### src/rtl/sld_pkg.sv
// Shared types and constants for the stepped load generator.
// No dependencies; every other file except sld_div refers to this package by scoped names.
package sld_pkg;

    localparam logic [1:0] REQ_START = 2'd0;
    localparam logic [1:0] REQ_TIMER = 2'd1;
    localparam logic [1:0] REQ_REPLY = 2'd2;

    localparam logic [1:0] GEN_INIT     = 2'd0;
    localparam logic [1:0] GEN_SENDING  = 2'd1;
    localparam logic [1:0] GEN_GATED    = 2'd2;
    localparam logic [1:0] GEN_DRAINING = 2'd3;

    localparam logic [2:0] REG_START_RATE     = 3'd0;
    localparam logic [2:0] REG_BACKLOG_MS     = 3'd1;
    localparam logic [2:0] REG_BURST_SIZE     = 3'd2;
    localparam logic [2:0] REG_STEP_DURATION  = 3'd3;
    localparam logic [2:0] REG_RATE_INCREMENT = 3'd4;
    localparam logic [2:0] REG_RATE_CEILING   = 3'd5;

    localparam logic [29:0] NS_PER_SEC   = 30'd1000000000;
    localparam logic [15:0] DEFAULT_MS   = 16'd1000;
    localparam logic [63:0] MAX31        = 64'h0000_0000_7FFF_FFFF;
    localparam logic [37:0] DELAY_MAX    = 38'h3F_FFFF_FFFF;
    localparam logic [9:0]  EMA_SCALE    = 10'd1000;
    localparam logic [6:0]  EMA_STEPS    = 7'd64;
    localparam logic [6:0]  GAP_STEPS    = 7'd38;

    typedef logic [29:0] limit_t;
    localparam limit_t DECADE_LIMIT [7] = '{
        30'd1000, 30'd10000, 30'd100000, 30'd1000000,
        30'd10000000, 30'd100000000, 30'd1000000000
    };

    typedef struct packed {
        logic [1:0]  req_type;
        logic [62:0] now;
        logic [62:0] sent_time;
    } req_t;

    typedef struct packed {
        logic [7:0]  send_count;
        logic        timer_armed;
        logic [37:0] timer_delay;
        logic [1:0]  gen_state;
        logic        done_res;
        logic [30:0] backlog_ema;
        logic [30:0] peak_backlog;
        logic [62:0] rtt_avg;
        logic [62:0] rtt_dev;
        logic [2:0]  bucket_index;
        logic [31:0] bucket_total;
        logic [31:0] outstanding;
    } rsp_t;

    typedef struct packed {
        logic [23:0] start_rate;
        logic [15:0] backlog_ms;
        logic [7:0]  burst_size;
        logic [62:0] step_duration;
        logic [23:0] rate_increment;
        logic [31:0] rate_ceiling;
    } cfg_t;

    typedef struct packed {
        logic capture;
        logic start_init;
        logic div_gap;
        logic gap_store;
        logic tick_a;
        logic div_ema;
        logic ema_store;
        logic tick_b;
        logic tick_c;
        logic reply_a;
        logic reply_b;
        logic reply_c;
        logic finish;
        logic emit;
    } cmd_t;

    typedef struct packed {
        logic [1:0] req_type;
        logic [1:0] run_state;
        logic       div_done;
        logic       step_end;
        logic       drained;
        logic       out_free;
    } sts_t;

endpackage

### src/rtl/sld_cfg.sv
// Configuration register file on the APB-style port.
// Depends on sld_pkg for the register indexes and the cfg_t type.
module sld_cfg
(
    input  logic              clk,
    input  logic              rst_n,
    input  logic              psel,
    input  logic              penable,
    input  logic              pwrite,
    input  logic [5:0]        paddr,
    input  logic [63:0]       pwdata,
    output logic [63:0]       prdata,
    output logic              pready,
    output sld_pkg::cfg_t     cfg
);

    sld_pkg::cfg_t cfg_reg;
    logic [2:0]    index;

    assign index  = paddr[5:3];
    assign pready = 1'b1;
    assign cfg    = cfg_reg;

    always_ff @(posedge clk or negedge rst_n)
    begin
        if (!rst_n)
        begin
            cfg_reg.start_rate     <= 24'd1;
            cfg_reg.backlog_ms     <= sld_pkg::DEFAULT_MS;
            cfg_reg.burst_size     <= 8'd1;
            cfg_reg.step_duration  <= 63'(sld_pkg::NS_PER_SEC);
            cfg_reg.rate_increment <= 24'd0;
            cfg_reg.rate_ceiling   <= 32'd0;
        end
        else if (psel && penable && pwrite)
        begin
            case (index)
                sld_pkg::REG_START_RATE:     cfg_reg.start_rate     <= pwdata[23:0];
                sld_pkg::REG_BACKLOG_MS:     cfg_reg.backlog_ms     <= pwdata[15:0];
                sld_pkg::REG_BURST_SIZE:     cfg_reg.burst_size     <= pwdata[7:0];
                sld_pkg::REG_STEP_DURATION:  cfg_reg.step_duration  <= pwdata[62:0];
                sld_pkg::REG_RATE_INCREMENT: cfg_reg.rate_increment <= pwdata[23:0];
                sld_pkg::REG_RATE_CEILING:   cfg_reg.rate_ceiling   <= pwdata[31:0];
                default:
                begin
                end
            endcase
        end
    end

    always_comb
    begin
        case (index)
            sld_pkg::REG_START_RATE:     prdata = 64'(cfg_reg.start_rate);
            sld_pkg::REG_BACKLOG_MS:     prdata = 64'(cfg_reg.backlog_ms);
            sld_pkg::REG_BURST_SIZE:     prdata = 64'(cfg_reg.burst_size);
            sld_pkg::REG_STEP_DURATION:  prdata = 64'(cfg_reg.step_duration);
            sld_pkg::REG_RATE_INCREMENT: prdata = 64'(cfg_reg.rate_increment);
            sld_pkg::REG_RATE_CEILING:   prdata = 64'(cfg_reg.rate_ceiling);
            default:                     prdata = 64'd0;
        endcase
    end

endmodule

### config.mk
export PLATFORM = sky130hd
export DESIGN_NAME = sld_cfg
export DESIGN_NICKNAME = d
export VERILOG_FILES = /design/src/rtl/sld_pkg.sv /design/src/rtl/sld_cfg.sv
export SDC_FILE = /design/constraint.sdc
export NUM_CORES = 1
export LEC_CHECK = 0
export BUFFER_PORTS_ARGS = -buffer_cell sky130_fd_sc_hd__buf_2
export CAP_MARGIN = 15
export CORE_MARGIN = 4
export CORE_UTILIZATION = 50
export CTS_BUF_LIST = sky130_fd_sc_hd__clkbuf_8
export CTS_CLUSTER_SIZE = 30
export DETAILED_ROUTE_END_ITERATION = 10
export PLACE_DENSITY = 0.82
export SYNTH_ARGS = -nofsm -noshare
export SYNTH_HDL_FRONTEND = slang
export SYNTH_SLANG_ARGS = --single-unit
### constraint.sdc
create_clock -name clk -period 3.2 [get_ports clk]
set_clock_uncertainty 0.1 [all_clocks]
set_input_delay 0.32 -clock clk [delete_from_list [all_inputs] [get_ports clk]]
set_output_delay 0.32 -clock clk [all_outputs]
set_load 0.1 [all_outputs]
==> results.yml, run 1 <==
outcome:
  status: "completed"
cells_and_area:
  layout-area-overhead-vs-synth_pct: 32.9
  stdcell_count: 1083
  largest_reg_flops: 167
  utilization: 0.677
  layout-drive-gt1-share: 0.610
  nets: 957
critical_path:
  crit_arrival_ns: 1.95
  r2r_slack_ns: 2.29
  end_kind: "output port"
  start_kind: "primary input"
  crit_required_ns: 2.78
  timing_worst_setup_path_type: "primary input to output port"
  cp_max_fo: 39
yosys:
  synth-xor-area-share: 0
  avgSynthCellArea_sq_um: 13.9
  synth-edff-count: 0
  synth.yosys.warnings: 0
  synthAdderAreaFrac: 0
  synth_fp_nets: 630
  synth_area_sq_mm: 0.00772
  syn_inst: 555
  synthSimpleGateAreaFrac: 0.0660
  synth.area.mux_share: 0.303
  ys_ff_latch: 167
  ys_types: 34
  synth_top_family_by_area: "multiplexers"
  ys_seq_area_frac: 0.545
  async_flop_share: 1.00
  synth_compound_area_frac: 0.0481
  synthFlopType: "dfrtp_1"
global_routing:
  grt_pass1_vias: 6107
  antenna_found_initial: 1
  grt_pass1_wl_mm: 34.3
  grt_max_degree: 69
  grt_usage: 0.248
  grt.overflow.total: 0
place:
  place.gp.congestion: 0.817
  dp_hpwl_mm: 15.0
  pre_cts_ws_ns: 0.733
  dp_cells: 1019
  io_buffers: 300
sta:
  relSlewSlack: 0.544
  min_period_ns: 2.37
  rsz0062_at_grt: "no"
  slew_viol_final: 0
  tightest_slew_ns: 0.682
  min_period_over_period: 0.741
  fmax_mhz: 422
  setup_tns_ns: 0
  finalSetupViolations: 0
  hold_violations: 0
  setup_slack_ns: 0.830
die:
  die_x_um: 132
  core-area_sq_mm: 0.0151
  die_h_um: 132
  io_pins: 307
  core.rowCount: 45
  start_util: 0.510
  die-area_sq_mm: 0.0175
routing:
  ant_nets: 0
  vias_per_cell: 5.47
  wl_per_cell_um: 20.2
  dr.pass1.iters: 4
  drtIter0Drc: 236
  drc: 0
  wl_mm: 21.8
  num_vias: 5922
worst_hold_path:
  hold_class: "primary input to register"
power:
  p_total_mw: 9.41
  vdd_drop_max_v: 0.000734
  p_per_area_mw_per_mm2: 917
  p_leak_nw: 5.35
job:
  maxCapViolCount: 0
clock_network:
  cts_made_buffers: 17
  root_buffer: "clkbuf_8"
  cts_max_level: 4
  insertion_delay_ns: 0.43
  clockBufferDepth: 2
  tritoncts: "yes"
  cts_resized: 0
  clk_pin_slew_worst_paths_ns: 0.09
  clock-sinks: 167
per-stage QoR:
stage / instance area [sq um] / hold WS (ns)
after CTS: 10200 / 0.00102
after detailed placement: 9560 / 0.260
after global placement: 9560 / 0.253
final: 10300 / 0.0329
after floorplan: 7750 / -0.0756
after global routing: 10300 / 0.00719
synthesized netlist by cell type (5+ instances only):
cell type	n	area share
buf_4	13	0.013
a2bb2oi_1	5	0.0057
dfstp_2	21	0.071
and3_1	31	0.025
buf_6	9	0.013
o221ai_1	5	0.0057
mux2_1	8	0.012
dfrtp_1	146	0.47
o22ai_1	10	0.0081
nor2_1	11	0.0053
buf_2	7	0.0045
clkbuf_1	13	0.0063
a22oi_1	16	0.016
a21oi_1	7	0.0045
nor2b_1	10	0.0081
nand2_1	11	0.0053
mux2i_1	38	0.049
mux2_2	166	0.24
path summary, 6_finish.rpt:
kind / start / endpoint / depth (start not counted)
setup / recovery: paddr[5] / prdata[30] / 7
hold / removal: pwdata[30] / cfg[30] / 2
setup reg to reg: cfg[107] / cfg[107] / 1
hold reg to reg: cfg[35] / cfg[35] / 1
max in group asynchronous: rst_n / cfg[135] / 3
min in group asynchronous: rst_n / cfg[108] / 2
cells in the final DEF, fill, tap and decap left out, types with 2 or more instances in the layout:
cell	instances
a2bb2oi_2	5
o21ai_0	4
mux2i_1	38
nand2b_1	2
dlygate4sd3_1	32
clkinv_2	3
buf_2	288
buf_12	14
a21oi_1	7
mux2_1	8
nor2_1	11
clkbuf_8	17
clkinvlp_4	2
nor3b_1	2
a22oi_1	16
nor3_4	2
dfrtp_1	146
o22ai_1	10
a221o_1	3
bufinv_16	3
inv_1	6
and3_1	31
nand2_1	11
o221ai_1	5
dfstp_2	21
conb_1	2
nand3_1	3
nor2b_1	9
buf_4	15
mux2_2	166
nor2_4	2
kinds of logic (layout without fill, tap and decap cells):
logic type,Yosys count,in the layout
multiplexers,212,212
flip-flops,167,167
AND/OR/NAND/NOR,79,79
AO/OA/AOI/OAI,52,52
buffers and inverters,43,382
other,2,3
metal layers:
layer | part of all wire | track usage | vias up
met5 | 0 | 0 | -
met4 | 0.018 | 0.0785 | 0
met3 | 0.060 | 0.0576 | 33
met2 | 0.52 | 0.424 | 220
met1 | 0.40 | 0.314 | 2990
li1 | - | - | 2679
power breakdown:
part	switching, mW	total (mW)	internal (mW)	leakage, nW
combinational	4.17	5.04	0.869	3.06
clock	0.731	1.48	0.750	0.207
sequential	0.323	2.89	2.56	2.09
layout make-up:
type,count,area [sq um]
clock inverters,14,148
fillers,1113,4880
repair buffers,350,2170
inverters,1,3.75
diodes,1,2.50
flip-flops and latches,167,4210
well taps,188,235
multi-input cells,345,3270
clock buffers,17,234
timing repair:
| item | CTS | global route |
|---|---|---|
| hold buffers | 31 | 1 |
| setup buffers | 0 | 0 |
| hold endpoints to repair | 88 | 1 |
critical path, stage by stage:
cell     delay, ns
buf_2         0.11
buf_4         0.24
nor2b_2       0.14
buf_4         0.33
a22oi_1       0.15
nor2b_1       0.18
buf_2         0.45
(Power assumes the default switching activity.)
==> run 2: changes to the inputs <==
--- a/config.mk
+++ b/config.mk
@@ -8,11 +8,11 @@
 export BUFFER_PORTS_ARGS = -buffer_cell sky130_fd_sc_hd__buf_2
 export CAP_MARGIN = 15
 export CORE_MARGIN = 4
-export CORE_UTILIZATION = 50
+export CORE_UTILIZATION = 46
 export CTS_BUF_LIST = sky130_fd_sc_hd__clkbuf_8
 export CTS_CLUSTER_SIZE = 30
 export DETAILED_ROUTE_END_ITERATION = 10
-export PLACE_DENSITY = 0.82
+export PLACE_DENSITY = 0.79
 export SYNTH_ARGS = -nofsm -noshare
 export SYNTH_HDL_FRONTEND = slang
 export SYNTH_SLANG_ARGS = --single-unit
==> constraint.sdc (replaced) <==
create_clock -name clk -period 1.94 [get_ports clk]
set_clock_uncertainty 0.1 [all_clocks]
set_input_delay 0.194 -clock clk [delete_from_list [all_inputs] [get_ports clk]]
set_output_delay 0.194 -clock clk [all_outputs]
set_load 0.1 [all_outputs]
==> run 2 against run 1 <==
The flow now finishes with violations (negative setup slack). Flip-flop and latch count did not move. Global-route usage rose by 2.1 points. Critical path depth fell by 3. Worst setup slack got worse by 0.86 ns. Cell count rose by 7.8%. Critical path type is now register to output port. Critical endpoint is now prdata[14]. Highest routed layer unchanged.
==> results.yml, run 2 (synthesized netlist as in run 1, its figures left out) <==
cells_and_area:
  layout-drive-gt1-share: 0.775
  layout_common_cells: "buf_2 (232), mux2_2 (166), dfrtp_2 (90), buf_12 (77), dlygate4sd3_1 (64)"
  mostFrequentLayoutCell: "buf_2"
  nets: 1009
  largest_reg_flops: 167
  stdcell_count: 1168
  utilization: 0.744
  layout-area-overhead-vs-synth_pct: 59.4
power:
  p_total_mw: 16.4
  vdd_drop_max_v: 0.000912
  p_per_area_mw_per_mm2: 1340
  p_leak_nw: 5.72
global_routing:
  grt_usage: 0.269
  grt_pass1_vias: 6840
  antenna_found_initial: 1
  grt_max_degree: 43
  grt.overflow.total: 0
  grt_pass1_wl_mm: 38.5
place:
  dp_hpwl_mm: 17.7
  pre_cts_ws_ns: -0.115
  place.gp.congestion: 0.767
  io_buffers: 300
  dp_cells: 1065
critical_path:
  crit_required_ns: 1.65
  start_kind: "register"
  crit_arrival_ns: 1.68
  end_kind: "output port"
  r2r_end: "cfg[65]"
  startpoint: "cfg[70]"
  reg2reg_from: "cfg[65]"
  r2r_slack_ns: 0.90
  rr_worst_depth: 2
  timing_worst_setup_path_type: "register to output port"
  cp_max_fo: 2
sta:
  hold_violations: 0
  finalSetupViolations: 3
  relSlewSlack: 0.649
  min_period_ns: 1.97
  setup_tns_ns: -0.0894
  tightest_slew_ns: 0.529
  fmax_mhz: 507
  min_period_over_period: 1.02
  setup_slack_ns: -0.0327
  rsz0062_at_grt: "yes"
  slew_viol_final: 0
clock_network:
  clock-sinks: 167
  tritoncts: "yes"
  cts_max_level: 4
  clockBufferDepth: 2
  cts_made_buffers: 17
  clk_pin_slew_worst_paths_ns: 0.09
  insertion_delay_ns: 0.44
  root_buffer: "clkbuf_8"
worst_hold_path:
  hold_class: "primary input to async pin"
outcome:
  violations: "negative setup slack"
  status: "finished, violations left"
routing:
  drtIter0Drc: 227
  vias_per_cell: 5.33
  wl_per_cell_um: 21.8
  dr.pass1.iters: 4
  drc: 0
  ant_nets: 0
  wl_mm: 25.5
  num_vias: 6231
die:
  io_pins: 307
  core-area_sq_mm: 0.0165
  core.rowCount: 47
  die_x_um: 138
  start_util: 0.467
  die-area_sq_mm: 0.0189
  die_h_um: 138
job:
  maxCapViolCount: 0
[run 2: cell types whose count changed in the layout (fill, tap and decap cells not counted), moves of 10 or more]
cell / before / now
and3_2: 0 / 31
dfrtp_2: 0 / 90
buf_12: 14 / 77
o22ai_4: 0 / 10
dfrtp_1: 146 / 56
dlygate4sd3_1: 32 / 64
o22ai_1: 10 / 0
buf_4: 15 / 26
buf_2: 288 / 232
and3_1: 31 / 0
[run 2: layout make-up]
type,instances,area [sq um]
Sequential cell,167,4330
Fill cell,1036,4220
Multi-Input combinational cell,345,3720
Timing Repair Buffer,402,3560
Tap cell,220,275
Clock buffer,19,262
Clock inverter,13,145
Inverter,1,3.75
Antenna cell,1,2.50
[run 2: per-stage QoR]
| step | hold slack (ns) | cell area [sq um] |
|---|---|---|
| after floorplan | -0.202 | 8280 |
| after global placement | 0.0270 | 11200 |
| after detailed placement | 0.0276 | 11200 |
| after CTS | 0.0921 | 12300 |
| after global routing | 0.122 | 12300 |
| final | 0.106 | 12300 |
[run 2: power by group]
part           internal, mW  switching (mW)
Clock                  1.22            1.31
Sequential             4.30           0.573
Combinational          1.89            7.14
Total                  7.42            9.02
[run 2: worst max-delay path by stage]
stage,slack [ns],to
2_1_floorplan,-0.18,prdata[11]
4_1_cts,-0.07,prdata[6]
6_report,-0.03,prdata[14]
3_5_place_dp,-0.12,prdata[21]
3_3_place_gp,0.03,prdata[22]
5_1_grt,-0.11,prdata[6]
[run 2: repair_timing]
| action | in CTS | in global routing |
|---|---|---|
| hold buffers | 64 | 0 |
| setup endpoints to repair | 17 | 12 |
| hold endpoints to repair | 321 | 0 |
| pin swaps | 6 | 3 |
| gates cloned | 0 | 0 |
| setup buffers | 5 | 1 |
| resized for setup | 14 | 4 |
[run 2: worst max-delay path: stages, from the launching register on]
cell       delay [ns]
dfstp_4          0.63
nand2_2          0.07
a21oi_4          0.16
a2bb2oi_4        0.18
buf_12           0.19
[run 2: layer usage]
metal | wire length, um | up-vias | GRT usage
met5 | 0 | - | 0
met4 | 566 | 0 | 0.0981
met3 | 1940 | 39 | 0.0825
met2 | 13300 | 241 | 0.468
met1 | 9660 | 3172 | 0.312
li1 | - | 2779 | -
