File: config.mk
export PLATFORM = sky130hd
export DESIGN_NAME = sld_ctrl
export DESIGN_NICKNAME = d
export VERILOG_FILES = /design/src/rtl/sld_pkg.sv /design/src/rtl/sld_ctrl.sv
export SDC_FILE = /design/constraint.sdc
export NUM_CORES = 1
export LEC_CHECK = 0
export BUFFER_PORTS_ARGS = -buffer_cell sky130_fd_sc_hd__clkbuf_2
export CORE_AREA = 2 2 39 41
export CTS_BUF_LIST = sky130_fd_sc_hd__clkbuf_8
export CTS_CLUSTER_SIZE = 8
export DETAILED_ROUTE_END_ITERATION = 7
export DIE_AREA = 0 0 41 43
export GPL_ROUTABILITY_DRIVEN = 0
export PLACE_DENSITY = 0.76
export SYNTH_ARGS = -nofsm -noshare
export SYNTH_HDL_FRONTEND = slang
export SYNTH_SLANG_ARGS = --single-unit
export TNS_END_PERCENT = 30
File: constraint.sdc
create_clock -name clk -period 2.25 [get_ports clk]
set_input_delay 0.3375 -clock clk [delete_from_list [all_inputs] [get_ports clk]]
set_output_delay 0.3375 -clock clk [all_outputs]
set_load 0.005 [all_outputs]
File: src/rtl/sld_pkg.sv
// Shared types and constants for the stepped load generator.
// No dependencies; every other file except sld_div refers to this package by scoped names.
package sld_pkg;

    localparam logic [1:0] REQ_START = 2'd0;
    localparam logic [1:0] REQ_TIMER = 2'd1;
    localparam logic [1:0] REQ_REPLY = 2'd2;

    localparam logic [1:0] GEN_INIT     = 2'd0;
    localparam logic [1:0] GEN_SENDING  = 2'd1;
    localparam logic [1:0] GEN_GATED    = 2'd2;
    localparam logic [1:0] GEN_DRAINING = 2'd3;

    localparam logic [2:0] REG_START_RATE     = 3'd0;
    localparam logic [2:0] REG_BACKLOG_MS     = 3'd1;
    localparam logic [2:0] REG_BURST_SIZE     = 3'd2;
    localparam logic [2:0] REG_STEP_DURATION  = 3'd3;
    localparam logic [2:0] REG_RATE_INCREMENT = 3'd4;
    localparam logic [2:0] REG_RATE_CEILING   = 3'd5;

    localparam logic [29:0] NS_PER_SEC   = 30'd1000000000;
    localparam logic [15:0] DEFAULT_MS   = 16'd1000;
    localparam logic [63:0] MAX31        = 64'h0000_0000_7FFF_FFFF;
    localparam logic [37:0] DELAY_MAX    = 38'h3F_FFFF_FFFF;
    localparam logic [9:0]  EMA_SCALE    = 10'd1000;
    localparam logic [6:0]  EMA_STEPS    = 7'd64;
    localparam logic [6:0]  GAP_STEPS    = 7'd38;

    typedef logic [29:0] limit_t;
    localparam limit_t DECADE_LIMIT [7] = '{
        30'd1000, 30'd10000, 30'd100000, 30'd1000000,
        30'd10000000, 30'd100000000, 30'd1000000000
    };

    typedef struct packed {
        logic [1:0]  req_type;
        logic [62:0] now;
        logic [62:0] sent_time;
    } req_t;

    typedef struct packed {
        logic [7:0]  send_count;
        logic        timer_armed;
        logic [37:0] timer_delay;
        logic [1:0]  gen_state;
        logic        done_res;
        logic [30:0] backlog_ema;
        logic [30:0] peak_backlog;
        logic [62:0] rtt_avg;
        logic [62:0] rtt_dev;
        logic [2:0]  bucket_index;
        logic [31:0] bucket_total;
        logic [31:0] outstanding;
    } rsp_t;

    typedef struct packed {
        logic [23:0] start_rate;
        logic [15:0] backlog_ms;
        logic [7:0]  burst_size;
        logic [62:0] step_duration;
        logic [23:0] rate_increment;
        logic [31:0] rate_ceiling;
    } cfg_t;

    typedef struct packed {
        logic capture;
        logic start_init;
        logic div_gap;
        logic gap_store;
        logic tick_a;
        logic div_ema;
        logic ema_store;
        logic tick_b;
        logic tick_c;
        logic reply_a;
        logic reply_b;
        logic reply_c;
        logic finish;
        logic emit;
    } cmd_t;

    typedef struct packed {
        logic [1:0] req_type;
        logic [1:0] run_state;
        logic       div_done;
        logic       step_end;
        logic       drained;
        logic       out_free;
    } sts_t;

endpackage

File: src/rtl/sld_ctrl.sv
// Sequencing state machine for the stepped load generator.
// Depends on sld_pkg for the command and status structs and the state codes.
module sld_ctrl
(
    input  logic          clk,
    input  logic          rst_n,
    input  logic          req_valid,
    output logic          busy,
    input  sld_pkg::sts_t sts,
    output sld_pkg::cmd_t cmd
);

    localparam logic [3:0] S_IDLE  = 4'd0;
    localparam logic [3:0] S_DISP  = 4'd1;
    localparam logic [3:0] S_START = 4'd2;
    localparam logic [3:0] S_GAP   = 4'd3;
    localparam logic [3:0] S_GAPW  = 4'd4;
    localparam logic [3:0] S_TA    = 4'd5;
    localparam logic [3:0] S_EMA   = 4'd6;
    localparam logic [3:0] S_EMAW  = 4'd7;
    localparam logic [3:0] S_TB    = 4'd8;
    localparam logic [3:0] S_TC    = 4'd9;
    localparam logic [3:0] S_RA    = 4'd10;
    localparam logic [3:0] S_RB    = 4'd11;
    localparam logic [3:0] S_RC    = 4'd12;
    localparam logic [3:0] S_RD    = 4'd13;
    localparam logic [3:0] S_OUT   = 4'd14;

    logic [3:0] state_reg;
    logic [3:0] state_next;
    logic       from_start_reg;
    logic       from_start_next;

    assign busy = (state_reg != S_IDLE);

    always_comb
    begin
        state_next      = state_reg;
        from_start_next = from_start_reg;
        cmd             = '0;
        case (state_reg)
            S_IDLE:
            begin
                if (req_valid)
                begin
                    cmd.capture = 1'b1;
                    state_next  = S_DISP;
                end
            end
            S_DISP:
            begin
                case (sts.req_type)
                    sld_pkg::REQ_START: state_next = S_START;
                    sld_pkg::REQ_TIMER:
                        state_next = (sts.run_state == sld_pkg::GEN_SENDING) ? S_TA : S_OUT;
                    sld_pkg::REQ_REPLY: state_next = S_RA;
                    default:            state_next = S_OUT;
                endcase
            end
            S_START:
            begin
                cmd.start_init  = 1'b1;
                from_start_next = 1'b1;
                state_next      = S_GAP;
            end
            S_GAP:
            begin
                cmd.div_gap = 1'b1;
                state_next  = S_GAPW;
            end
            S_GAPW:
            begin
                if (sts.div_done)
                begin
                    cmd.gap_store = 1'b1;
                    state_next    = from_start_reg ? S_TA : S_OUT;
                end
            end
            S_TA:
            begin
                cmd.tick_a = 1'b1;
                state_next = S_EMA;
            end
            S_EMA:
            begin
                cmd.div_ema = 1'b1;
                state_next  = S_EMAW;
            end
            S_EMAW:
            begin
                if (sts.div_done)
                begin
                    cmd.ema_store = 1'b1;
                    state_next    = S_TB;
                end
            end
            S_TB:
            begin
                cmd.tick_b = 1'b1;
                state_next = S_TC;
            end
            S_TC:
            begin
                // The gap is recomputed from the raised rate at the end of a step.
                cmd.tick_c      = 1'b1;
                from_start_next = 1'b0;
                state_next      = sts.step_end ? S_GAP : S_OUT;
            end
            S_RA:
            begin
                cmd.reply_a = 1'b1;
                state_next  = S_RB;
            end
            S_RB:
            begin
                cmd.reply_b = 1'b1;
                state_next  = S_RC;
            end
            S_RC:
            begin
                cmd.reply_c = 1'b1;
                state_next  = S_RD;
            end
            S_RD:
            begin
                if (sts.run_state == sld_pkg::GEN_GATED)
                    state_next = S_TA;
                else
                begin
                    if (sts.run_state == sld_pkg::GEN_DRAINING && sts.drained)
                        cmd.finish = 1'b1;
                    state_next = S_OUT;
                end
            end
            S_OUT:
            begin
                if (sts.out_free)
                begin
                    cmd.emit   = 1'b1;
                    state_next = S_IDLE;
                end
            end
            default:
            begin
                state_next = S_IDLE;
            end
        endcase
    end

    always_ff @(posedge clk or negedge rst_n)
    begin
        if (!rst_n)
        begin
            state_reg      <= S_IDLE;
            from_start_reg <= 1'b0;
        end
        else
        begin
            state_reg      <= state_next;
            from_start_reg <= from_start_next;
        end
    end

endmodule

==> run metrics, run 1 <==
DRT Wirelength=1.635 mm; Overall Global Routing Usage=0.2147; CP Buf/Inv Count=1; Post-synth EDFFs=0; Max Slew Vio Count=0; VDD IR-drop max=574.0 uV; DRT Pass-1 Iters=4; worst clock skew=~0.0012 ns; max-cap violations=0; initial antenna violation count=0; fin crit share=0.8211; cell accounting for the most synthesized area=dfrtp_1; Cell Rows=14; Post-route DRC=0; Clock Path Buffers=2; critical path peak fanout=8; Synth Net Count=between 100 and 150; dpl ws=between 0.6 and 0.7 ns; pwr/cell area=approximately 1400 mW/mm2; final core occ=0.5678; dominant cells by area after synthesis=dfrtp_1 21%, nand2b_1 8.3%, nor3_1 7.5%, o21ai_0 7.5%, nor2_1 6.9%; Slew @ Worst Pin=around 0.46 ns; TritonCTS clock tree=done; Clock Latency Late Sink=around 0.22 ns; Core ar.=0.001384 mm2; Area Growth Syn to Fin=30.83%; Post-synth top cells=11 x nor2_1, 9 x nor3_1, 9 x o21ai_0; RSZ-0062 raised after global routing=false; htree depth=1; total number of vias=approximately 760; largest net degree at the start of global routing=17; I/O Pins=26; Hold Path Depth=2; Overflow after GRT=0; # setup viols final=0; diodes inserted=0; Antenna Nets Post-Route=0; FMAX=about 540 MHz; number of flip-flops in the largest register=4; Die Footprint=0.001763 mm2; Die H=about 43 um; PnR worst setup slack=0.4025 ns; final hold viol count=0; vias in the first global route=between 500 and 600; initial core utilization=0.4340; Worst Hold Class=in -> reg; crit path capture type=output pin; Setup TNS=0 ns; area share of the largest cell type after synthesis=0.2083; Worst-path clk slew=around 0.040 ns; Critical Path Max Stage Delay=0.45 ns; drt initial violations=between 40 and 50; Multi-input gate area=about 430 um2; Post-CTS Setup Repair Bufs=0; synthesized instance count=91; share of cells above drive strength 1=0.2821; fill count=130; Post-synth top flop=dfrtp_1; Inserted Clock Buffers=3; worst reg2reg path depth=5; status=completed; Fin Hold WS=between 0.4 and 0.5 ns; CP max-delay cell=dfrtp_1; clock root cell=clkbuf_8; CP Launch Type=register; CTS Sinks=5; global-route wire length before repair=about 2.6 mm; Final min period=around 1.8 ns; WP depth=4; distinct cell type count after synthesis=28; CP cell instances=nand2b_1 -> or2_2 -> nor3_1 -> clkbuf_2; Synth Warn #=0; die span in x=roughly 41 um; Worst EP required=about 1.9 ns; leakage power=about 0.36 nW; Reg area=125.1 um2; #FFs+latches synth=5; sequential fraction of the synthesis area=0.2083; detailed placement HPWL=1.228 mm; CP top delay family=simple AND/OR/NAND/NOR gates; PortBufs=25; crit path kind=reg -> out; Async S/R FF share, synth=1.000; most numerous cell in the Yosys netlist=nor2_1; CP Data Arrival Time=1.51 ns; WL/cell=roughly 12 um; Max-slew headroom=0.6937; Vias/cell=approximately 5.7; Synth Area per Inst=approximately 6.6 um2; fin nets=about 130; Post-Syn Area=approximately 600 um2
final timing paths:
kind	startpoint	slack [ns]	to
worst max-delay path	state_reg[3]$_DFFE_PN0P_	0.40	cmd[10]
worst min-delay path	sts[3]	0.40	state_reg[0]$_DFFE_PN0P_
worst max register to register	state_reg[3]$_DFFE_PN0P_	0.69	state_reg[0]$_DFFE_PN0P_
worst min register to register	from_start_reg$_DFFE_PN0P_	0.61	from_start_reg$_DFFE_PN0P_
max in group asynchronous	rst_n	1.64	state_reg[1]$_DFFE_PN0P_
min in group asynchronous	rst_n	0.47	state_reg[2]$_DFFE_PN0P_
worst reg2reg max path, stage by stage, from the launching register on:
cell      delay, ns
dfrtp_1        0.45
buf_4          0.22
nand2b_1       0.16
o31ai_1        0.29
o211ai_1       0.16
o32ai_1        0.16
area by class of cell:
| type | instances | share of cell area |
|---|---|---|
| clock buffer | 3 | 0.05255 |
| clock inverter | 1 | 0.004777 |
| inverter | 3 | 0.01433 |
| multi-input combinational | 76 | 0.5430 |
| sequential | 5 | 0.1592 |
| tap | 16 | 0.02548 |
| timing repair buffer | 29 | 0.2006 |
layout by cell type, fill, tap and decap left out, types with 2 or more instances in the layout:
cell type,instances
clkbuf_2,25
nor2_1,11
nor3_1,9
o21ai_0,9
nand2b_1,8
nand2_1,6
a21oi_1,5
dfrtp_1,5
inv_1,4
nor2b_1,4
o31ai_1,3
clkbuf_8,3
buf_4,3
nand3_1,2
and3_1,2
a32oi_1,2
o211ai_1,2
o311ai_1,2
report_power, final:
part / switching, mW / internal (mW)
registers: 0.112 / 0.138
clock network: 0.0490 / 0.117
logic: 0.367 / 0.285
total: 0.528 / 0.540
stage by stage:
step,power [mW],std cells,cell area (um2)
finish,1.069,133,785.8
global route,1.176,133,785.8
CTS,1.065,133,785.8
detailed placement,0.8912,128,730.7
global placement,0.8777,128,730.7
floorplan,0.7204,91,600.6
per-layer routing:
| metal | track usage | wire (um) |
|---|---|---|
| met1 | 0.3094 | 730 |
| met2 | 0.3031 | 784 |
| met3 | 0.03141 | 93 |
| met4 | 0.1000 | 27 |
| met5 | 0 | 0 |
kinds of logic (layout without fill, tap and decap cells):
family                 Yosys count  count (layout)  synth area share
AND/OR/NAND/NOR                 48              48            0.4104
AO/OA/AOI/OAI                   28              28            0.3000
buffers and inverters           10              36           0.08126
flip-flops                       5               5            0.2083
repair_timing:
item                                   in CTS  in global routing
hold buffers                                1                  0
endpoints found under the hold margin       5                  0
gates resized for setup                     0                  0
Note: power is estimated with default switching activity, not from simulation.
==> inputs of run 2 (changes only) <==
--- a/config.mk
+++ b/config.mk
@@ -6,11 +6,11 @@
 export NUM_CORES = 1
 export LEC_CHECK = 0
 export BUFFER_PORTS_ARGS = -buffer_cell sky130_fd_sc_hd__clkbuf_2
-export CORE_AREA = 2 2 39 41
+export CORE_MARGIN = 2
+export CORE_UTILIZATION = 43
 export CTS_BUF_LIST = sky130_fd_sc_hd__clkbuf_8
 export CTS_CLUSTER_SIZE = 8
 export DETAILED_ROUTE_END_ITERATION = 7
-export DIE_AREA = 0 0 41 43
 export GPL_ROUTABILITY_DRIVEN = 0
 export PLACE_DENSITY = 0.76
 export SYNTH_ARGS = -nofsm -noshare
==> constraint.sdc (replaced) <==
create_clock -name clk -period 1.5 [get_ports clk]
set_input_delay 0.225 -clock clk [delete_from_list [all_inputs] [get_ports clk]]
set_output_delay 0.225 -clock clk [all_outputs]
set_load 0.005 [all_outputs]
==> run 2 against run 1 <==
- the flow now finishes with violations (negative setup slack)
- total power is 92% higher
- clock skew increased by 0.0014 ns
- core utilization grew 15 points
- via count up 10%
- routed wire length rose by 17%
- count of clock-buffer cells in the layout did not move
- clock power grew 45%
- die area fell by 2.9%
==> run metrics, run 2 (same netlist as run 1, synthesis figures left out) <==
detailed placement HPWL=1.303 mm (was 1.228 mm); Post-DP Area=779.5 um2 (was 730.7 um2); Die H=41.37 um (was 43 um); initial core utilization=0.4615 (was 0.4340); Overflow after GRT=0 (unchanged); final std cells w/o fill=143 (was 133); number of flip-flops in the largest register=4 (unchanged); CP Launch Type=register (unchanged); Worst Hold Class=in -> reg (unchanged); htree depth=1 (unchanged); Hold Path Depth=2 (unchanged); DRT Pass-1 Iters=4 (unchanged); Worst-path clk slew=0.04 ns (about the same); Antenna Nets Post-Route=0 (unchanged); Final Cell Area=937.1 um2 (was 785.8 um2); share of cells above drive strength 1=0.4531 (was 0.2821); vias in the first global route=672 (was 580); RSZ-0062 raised after global routing=true (was false); CP max-delay cell=dfrtp_2 (was dfrtp_1); Slew @ Worst Pin=0.2687 ns (was 0.4595 ns); final hold viol count=0 (unchanged); Final min period=~1.5 ns; Area Growth Syn to Fin=56.04% (was 30.83%); min-delay src=sts[3] (unchanged); Cells after DPL=132 (was 128); WL/cell=13.42 um (was 12.29 um); Critical Path Max Stage Delay=0.46 ns (was 0.45 ns); VDD IR-drop max=1169 uV (was 574.0 uV); drt initial violations=38 (was 42); pwr/cell area=2191 mW/mm2 (was 1360 mW/mm2); Max-slew headroom=0.8190 (was 0.6937); Inserted Clock Buffers=3 (unchanged); crit path capture type=register (was output pin); # setup viols final=2 (was 0); largest net degree at the start of global routing=16 (was 17); total number of vias=835 (was 758); die span in x=41.37 um (was 41 um); FF-to-FF End=state_reg[1]$_DFFE_PN0P_ (was state_reg[0]$_DFFE_PN0P_); Critical R2R Launch=state_reg[1]$_DFFE_PN0P_ (was state_reg[3]$_DFFE_PN0P_); I/O Pins=26 (unchanged); CTS Sinks=5 (unchanged); Clock Path Buffers=2 (unchanged); WHS Endpoint=state_reg[0]$_DFFE_PN0P_ (unchanged); leakage power=0.4405 nW (was 0.3644 nW); Vias/cell=5.839 (was 5.699); violated checks=negative setup slack; critical path peak fanout=7 (was 8); Die Footprint=0.001711 mm2 (was 0.001763 mm2); CP cell instances=buf_2 -> a32oi_1 -> nor2_1 -> a21o_1 -> o31ai_2 (was nand2b_1 -> or2_2 -> nor3_1 -> clkbuf_2); Setup TNS=-0.03705 ns (was 0 ns); PortBufs=25 (unchanged); global-route wire length before repair=2.691 mm (was 2.594 mm); clock root cell=clkbuf_8 (unchanged); most frequent cells in the layout=25 x clkbuf_2, 12 x buf_4, 10 x nor2_1 (was 25 x clkbuf_2, 11 x nor2_1, 9 x nor3_1, 9 x o21ai_0, 8 x nand2b_1); Clock Latency Late Sink=0.22 ns (about the same); fin crit share=1.018; dpl ws=0.01404 ns (was 0.6434 ns); commonest non-fill, non-tap cell in the layout=clkbuf_2 (unchanged); status=finished, violations left (was completed); TritonCTS clock tree=done (unchanged); Max Slew Vio Count=0 (unchanged); Cell Rows=13 (was 14); crit path kind=reg -> reg (was reg -> out); worst clock skew=0.002666 ns (was 0.001248 ns); Core ar.=0.001301 mm2 (was 0.001384 mm2); worst reg2reg path depth=5 (unchanged); Post-route DRC=0 (unchanged); Reg2Reg Setup Slack=-0.03 ns (was 0.69 ns); initial antenna violation count=0 (unchanged); PnR worst setup slack=-0.02726 ns (was 0.4025 ns); Worst EP required=1.62 ns (was 1.91 ns); DRT Wirelength=1.919 mm (was 1.635 mm); fin nets=140 (was 129); diodes inserted=0 (unchanged); Overall Global Routing Usage=0.2383 (was 0.2147); max-cap violations=0 (unchanged); FMAX=roughly 650 MHz; CP Data Arrival Time=1.65 ns (was 1.51 ns)
[run 2: cell types whose count changed in the layout (fill, tap and decap cells not counted), sizes merged]
cell  previous run  this run
buf              3        14
[run 2: layout make-up]
cell class / instances / area (um2)
clock buffer: 3 / 41.29
clock inverter: 1 / 3.754
fill: 111 / 364.1
inverter: 3 / 11.26
multi-input combinational: 76 / 481.7
sequential: 5 / 130.1
tap: 15 / 18.77
timing repair buffer: 40 / 250.2
[run 2: how the worst max path moves through the flow]
stage                                   startpoint  slack [ns]                       end  cells after the start
after global placement    state_reg[3]$_DFFE_PN0P_        0.05  state_reg[2]$_DFFE_PN0P_                      5
after global routing      state_reg[2]$_DFFE_PN0P_       -0.07  state_reg[1]$_DFFE_PN0P_                      5
final                     state_reg[1]$_DFFE_PN0P_       -0.03  state_reg[1]$_DFFE_PN0P_                      5
after detailed placement  state_reg[3]$_DFFE_PN0P_        0.01  state_reg[2]$_DFFE_PN0P_                      5
after CTS                 state_reg[2]$_DFFE_PN0P_      0.0008                    cmd[6]                      4
after floorplan           state_reg[3]$_DFFE_PN0P_        0.10                   cmd[10]                      4
[run 2: repair_timing]
action	CTS	global route
endpoints found under the hold margin	5	0
pin swaps	0	2
hold buffers	1	0
setup buffers	4	2
resized for setup	12	5
setup endpoints to repair	10	13
[run 2: layer usage]
layer  track usage  vias to the layer above  part of all wire
met2        0.3672                       51              0.49
li1              -                      405                 -
met4       0.06452                        0             0.014
met3       0.06383                        4             0.084
met1        0.3268                      375              0.41
met5             0                        -                 0
[run 2: power breakdown]
| part | internal (mW) | switching [mW] | leakage, nW |
|---|---|---|---|
| combinational | 0.714 | 0.787 | 0.359 |
| sequential | 0.219 | 0.0939 | 0.0547 |
| clock | 0.175 | 0.0647 | 0.0269 |
| total | 1.11 | 0.945 | 0.441 |
[run 2: critical path: cells and delay by family (launching register included)]
family	cells	cell delay [ns]
AO/OA/AOI/OAI	3	0.68
AND/OR/NAND/NOR	1	0.10
flip-flops	1	0.46
buffers and inverters	1	0.19
[run 2: per-stage QoR]
| stage | power (mW) | hold WS, ns | utilization |
|---|---|---|---|
| finish | 2.054 | 0.2588 | 0.7202 |
| floorplan | 1.081 | -0.07059 | - |
| global placement | 1.460 | 0.04663 | 0.5990 |
| detailed placement | 1.468 | 0.04922 | 0.5990 |
| CTS | 1.894 | 0.2604 | 0.6933 |
| global route | 2.221 | 0.2801 | 0.7202 |
